==> config.mk <==
export PLATFORM = sky130hd
export DESIGN_NAME = hist_eq_ctrl
export DESIGN_NICKNAME = d
export VERILOG_FILES = /design/src/hw/rtl/hist_eq_pkg.sv /design/src/hw/rtl/hist_eq_ctrl.sv
export SDC_FILE = /design/constraint.sdc
export NUM_CORES = 1
export LEC_CHECK = 0
export BUFFER_PORTS_ARGS = -buffer_cell sky130_fd_sc_hd__buf_2
export CAP_MARGIN = 20
export CORE_AREA = 4 4 41 43
export CTS_CLUSTER_DIAMETER = 150
export DETAILED_ROUTE_END_ITERATION = 16
export DIE_AREA = 0 0 45 47
export GPL_ROUTABILITY_DRIVEN = 0
export GPL_TIMING_DRIVEN = 0
export HOLD_SLACK_MARGIN = 0.12
export PLACE_DENSITY_LB_ADDON = 0.05
export SKIP_LAST_GASP = 1
export SYNTH_ARGS = -nofsm -noshare
export SYNTH_HDL_FRONTEND = slang
export SYNTH_SLANG_ARGS = --single-unit
==> constraint.sdc <==
create_clock -name clk -period 1.4 [get_ports clk]
set_input_delay 0.28 -clock clk [delete_from_list [all_inputs] [get_ports clk]]
set_output_delay 0.28 -clock clk [all_outputs]
set_load 0.02 [all_outputs]
==> src/hw/rtl/hist_eq_pkg.sv <==
package hist_eq_pkg;

    localparam int GRAY_LEVELS = 256;
    localparam int IMAGE_SIDE  = 256;

    localparam int PIX_W   = 8;
    localparam int PC_W    = 21;
    localparam int BIN_W   = 21;
    localparam int LEVEL_W = (GRAY_LEVELS > 1) ? $clog2(GRAY_LEVELS) : 1;
    localparam int CUM_W   = BIN_W + LEVEL_W;
    localparam int QUO_W   = PIX_W + 1;
    localparam int NUM_W   = CUM_W + PIX_W;
    localparam int STEP_W  = $clog2(QUO_W);

    localparam logic [BIN_W-1:0] BIN_MAX  = {BIN_W{1'b1}};
    localparam logic [PIX_W-1:0] MAP_MAX  = {PIX_W{1'b1}};
    localparam logic [PC_W-1:0]  PC_RESET = PC_W'(IMAGE_SIDE * IMAGE_SIDE);
    localparam logic [LEVEL_W-1:0] LEVEL_TOP = LEVEL_W'(GRAY_LEVELS - 1);

    localparam logic REQ_COUNT = 1'b0;
    localparam logic REQ_MAP   = 1'b1;

    typedef struct packed {
        logic count_accept;
        logic map_accept;
        logic bins_clear;
        logic bin_update;
        logic build_init;
        logic bin_read;
        logic cum_add;
        logic div_load;
        logic div_step;
        logic map_write;
    } ctrl_cmd_t;

    typedef struct packed {
        logic div_done;
        logic idx_last;
    } dp_status_t;

    function automatic logic [LEVEL_W-1:0] level_of(input logic [PIX_W-1:0] pix);
        logic [PIX_W:0] top;
        top = (PIX_W+1)'(GRAY_LEVELS - 1);
        if ({1'b0, pix} > top)
            return LEVEL_TOP;
        else
            return pix[LEVEL_W-1:0];
    endfunction

endpackage

==> src/hw/rtl/hist_eq_ctrl.sv <==
module hist_eq_ctrl (
    input  logic                    clk,
    input  logic                    rst_n,
    input  logic                    start,
    input  logic                    req_type,
    input  logic                    last_pixel,
    input  hist_eq_pkg::dp_status_t status,
    output hist_eq_pkg::ctrl_cmd_t  cmd,
    output logic                    busy
);

    import hist_eq_pkg::*;

    localparam logic [2:0] S_IDLE    = 3'd0;
    localparam logic [2:0] S_CNT_WR  = 3'd1;
    localparam logic [2:0] S_BLD_RD  = 3'd2;
    localparam logic [2:0] S_BLD_ACC = 3'd3;
    localparam logic [2:0] S_BLD_MUL = 3'd4;
    localparam logic [2:0] S_BLD_DIV = 3'd5;
    localparam logic [2:0] S_BLD_WR  = 3'd6;

    logic [2:0] state_reg;
    logic [2:0] state_next;
    logic       last_reg;

    always_comb
    begin
        state_next = state_reg;
        cmd        = '0;
        unique case (state_reg)
            S_IDLE:
            begin
                if (start)
                begin
                    if (req_type == REQ_MAP)
                    begin
                        cmd.map_accept = 1'b1;
                        cmd.bins_clear = last_pixel;
                    end
                    else
                    begin
                        cmd.count_accept = 1'b1;
                        state_next       = S_CNT_WR;
                    end
                end
            end
            S_CNT_WR:
            begin
                cmd.bin_update = 1'b1;
                if (last_reg)
                begin
                    cmd.build_init = 1'b1;
                    state_next     = S_BLD_RD;
                end
                else
                begin
                    state_next = S_IDLE;
                end
            end
            S_BLD_RD:
            begin
                cmd.bin_read = 1'b1;
                state_next   = S_BLD_ACC;
            end
            S_BLD_ACC:
            begin
                cmd.cum_add = 1'b1;
                state_next  = S_BLD_MUL;
            end
            S_BLD_MUL:
            begin
                cmd.div_load = 1'b1;
                state_next   = S_BLD_DIV;
            end
            S_BLD_DIV:
            begin
                cmd.div_step = 1'b1;
                if (status.div_done)
                begin
                    state_next = S_BLD_WR;
                end
            end
            S_BLD_WR:
            begin
                cmd.map_write = 1'b1;
                state_next    = status.idx_last ? S_IDLE : S_BLD_RD;
            end
            default:
            begin
                state_next = S_IDLE;
            end
        endcase
    end

    always_ff @(posedge clk or negedge rst_n)
    begin
        if (!rst_n)
        begin
            state_reg <= S_IDLE;
            last_reg  <= 1'b0;
        end
        else
        begin
            state_reg <= state_next;
            if (cmd.count_accept)
            begin
                last_reg <= last_pixel;
            end
        end
    end

    assign busy = (state_reg != S_IDLE);

endmodule

* Word level (Yosys, flattened, before mapping)
Cells that the tools add are included.
** Cells by class
- Equality and inequality tests :: 9
- Multiplexer cells :: 17
- Reductions and logical operators :: 3
** Operators by type and width (count)
- one-hot mux 3 bit (7 select lines) :: 1
- 2-to-1 mux 3 bit :: 5
- == test 3 bit (second input constant) :: 3
- 2-to-1 mux 2 bit :: 4
- 2-to-1 mux 1 bit :: 7
- == test 3 x 2 -> 1 bit (second input constant) :: 2
- != test 2 bit (second input constant) :: 3
- == test 3 x 1 -> 1 bit (second input constant) :: 1
- zero test 3 bit :: 1
- AND reduction 3 bit :: 1
- nonzero test 3 bit :: 1
** Word-level totals
- Register bits after elaboration :: 4
- Input bits :: 7
- Output and inout bits :: 11
- Word-level logic and storage cells :: 31

* Depth between registers and ports, before layout
- Depth after elaboration :: 3
- Gate-level depth with buffers :: 4
- Gate-level depth less buffers :: 3

* Worst setup path before layout
No wires, ideal clock.
- Path kind :: reg2out
- Start point :: register state_reg[1]
- End point :: output cmd[7] in the netlist's numbering
- Arrival :: 1220 ps
- Data required time :: 1120 ps
- Path slack :: -100 ps
- Cell stages (with the launch flop) :: 5
- Buffers on the path :: 1
- Cells stage by stage :: dfrtp_1 -> buf_6 -> nor3_4 -> and3_1 -> and2_1
** RTL lines
- from (decl) :: RTL line hist_eq_ctrl.sv:22 : logic [2:0] state_reg;
- from (signal assigned) :: RTL line hist_eq_ctrl.sv:104 : state_reg <= state_next;
- to (decl) :: RTL line hist_eq_ctrl.sv:8 : output hist_eq_pkg::ctrl_cmd_t cmd,

==> impl_results.md <==
- Main combinational cell family by area after synthesis: simple AND/OR/NAND/NOR gates
- Yosys top cell area share: 33.61%
- Area delta synth->final: 85.29%
- Top cells by count, synth: dfrtp_1 (4), inv_1 (3)
- P_leak: 0.2844 nW
- Setup_tns: -0.9285 ns
- Avg Cell Area, Syn: 9.606 um^2
- Final Instance Count excl. Fillers: 73
- FMAX: 637.6 MHz
- Worst-path cell chain: nor3_4 -> and3_4 -> and2_4 -> buf_6
- Length of the first detailed-routing pass in iterations: 1
- Relative max-transition margin: 82.58%
- CTS H-tree lvls: 1
- Die Ht: 47 um
- Wire per inst: 11.86 um
- Unrepaired setup endpoints after global routing: true
- Dpl ws: -0.04570 ns
- Setup ws final: -0.1684 ns
- Synth Area in Adders: 0%
- Crit path max-delay family: simple AND/OR/NAND/NOR gates
- CP Launch Type: flop
- Synth Area in Simple Gates: 42.44%
- Worst slew pin tran: 0.2613 ns
- Ys async rst share: 100.0%
- Final WL: 866 um
- CTS Root Cell: clkbuf_4
- Placed Instances: 63
- Critical Path RT: about 1.1 ns
- Arr. time, crit path: 1.29 ns
- CP Class: flop to output pin
- Synth top area cells: dfrtp_1 (34%), nor3_4 (11%), mux2_4 (5.0%), and2_1 (4.2%), nand2b_1 (4.2%)
- Drt via density: approximately 4.5
- Outcome: finished, violations left
- Failing checks: setup timing
- Mapped Nets: 38
- CTS Buffer Depth: 2
- First-pass GRT wire length: 1552 um
- Yosys warnings: 0
- Final Net Count: 67
- Final setup vio count: 10
- Vias in the first global route: 369
- Worst Path Buf+Inv: 1
- Antenna viol nets, final: 0
- Largest area contributor in the netlist: dfrtp_1
- Die X-Extent: 45 um
- Layout Skew: 0.007701 ns
- Skew-Pair Late Insertion Delay: about 0.24 ns
- Hpwl dp: 609.4 um
- Post-synth EDFFs: 0
- Hold Vio Cnt, Final: 0
- Cells after synthesis: 31
- Period utilisation layout: 112.0%
- CTS Sinks: 4
- GRT overflow: 0
- Num CTS Buffers: 3
- Port bufs: 17
- Max-Cap Viols: 0
- Area after DPL: between 400 and 500 um^2
- PD cells: 2170 nW/um^2
- Largest register FFs: 3
- Gr usage total: about a tenth
- CTS tree: done
- CP max stage cell: dfrtp_2
- Main synth FF type: dfrtp_1
- Worst Setup End Kind: output pin
- Core area: 1301 um^2
- Largest net degree at the start of global routing: 8
- Xor/xnor share of the synthesized area: 0%
- Distinct cells, synth: 21
- Starting Density: 22.88%
- HP Class: input port to flop
- Top-count cell post-synth: dfrtp_1
- Final core utilization: 42.40%
- Seq/Total Area, Yosys: 33.61%
- Vias: 332
- Tmin final: 1.568 ns
- Number of core rows: 13
- Die area: 2115 um^2
- Peak VDD IR: 0.001088 V
- Compound-Gate Fraction of Synth Area: 5.462%
- Fin. max-slew vios: 0
- Ant diodes: 0
- Post-synthesis mux area share: under 10%
- Syn Std Cell Area: 297.8 um^2
- Initial antenna violation count: 0
- #FFs+latches synth: 4
- Final instance area: 551.8 um^2
- Initial drt markers: 0
- Num ports: 18
- DRC Markers: 0
- Fillers: 150
- Clock slew at reported path FFs: 0.04 ns
- Slowest stage delay, CP: 0.43 ns
- Share of post-route cells with drive strength above 1: 72.41%
- Crit-path max FO: 3
[cells by family (layout without fill, tap and decap cells)]
logic type / after synthesis / count (layout)
buffers and inverters: 5 / 32
and+or+nand+nor: 18 / 18
DFF: 4 / 4
AOI/OAI and AO/OA: 2 / 2
muxes: 2 / 2
[through the flow]
step                      hold slack [ns]  total power [W]
after CTS                          0.2869         0.001206
final                              0.2927         0.001198
after detailed placement          0.08979        0.0008056
after global placement            0.08564        0.0007975
after global routing               0.2888         0.001299
after floorplan                  -0.01559        0.0006485
[per-layer routing]
| metal | vias up | share of wire (%) | global-route usage [%] |
|---|---|---|---|
| met1 | 156 | 39 | 12.67 |
| met2 | 15 | 51 | 15.25 |
| met3 | 2 | 7.7 | 3.831 |
| li1 | 159 | - | - |
| met4 | 0 | 1.4 | 8.772 |
| met5 | - | 0 | 0 |
[power by group]
part / total (W) / switching, W / internal, W / leakage, nW
sequential: 0.000225 / 0.0000540 / 0.000171 / 0.0490
clock: 0.000145 / 0.0000490 / 0.0000960 / 0.0138
combinational: 0.000828 / 0.000403 / 0.000425 / 0.222
[layout by cell type, fill, tap and decap left out, types with 2 or more instances in the layout]
cell type | synthesis | final
nand2_1 | 2 | 2
nor3_4 | 2 | 2
buf_2 | 0 | 10
dfrtp_1 | 4 | 3
inv_1 | 3 | 2
clkbuf_4 | 0 | 3
buf_4 | 1 | 8
and2_4 | 1 | 2
buf_6 | 1 | 7
[layout make-up]
cell class	count	area (um^2)	area share, %
Multi-Input combinational cell	22	198.9	36.05
Clock buffer	3	22.52	4.082
Buffer	2	22.52	4.082
Timing Repair Buffer	24	176.4	31.97
Inverter	3	11.26	2.041
Tap cell	15	18.77	3.401
Sequential cell	4	101.3	18.37
[repair_timing]
| item | in CTS | in global routing |
|---|---|---|
| resized for setup | 21 | 1 |
| hold endpoints to repair | 4 | 0 |
| hold buffers | 1 | 0 |
| pin swaps | 3 | 1 |
| buffers inserted | 6 | 1 |
| setup endpoints to repair | 11 | 12 |
[path summary, 6_finish.rpt]
path                                end  cells after the start  slack [ns]    startpoint
max                              cmd[7]                      4       -0.17  state_reg[0]
min                            last_reg                      2        0.29    last_pixel
max reg2reg                    last_reg                      5        0.02  state_reg[0]
min reg2reg                    last_reg                      1        0.55      last_reg
max in group asynchronous  state_reg[0]                      2        0.88         rst_n
min in group asynchronous      last_reg                      2        0.38         rst_n
No activity file was read; power rests on OpenSTA's default activity.
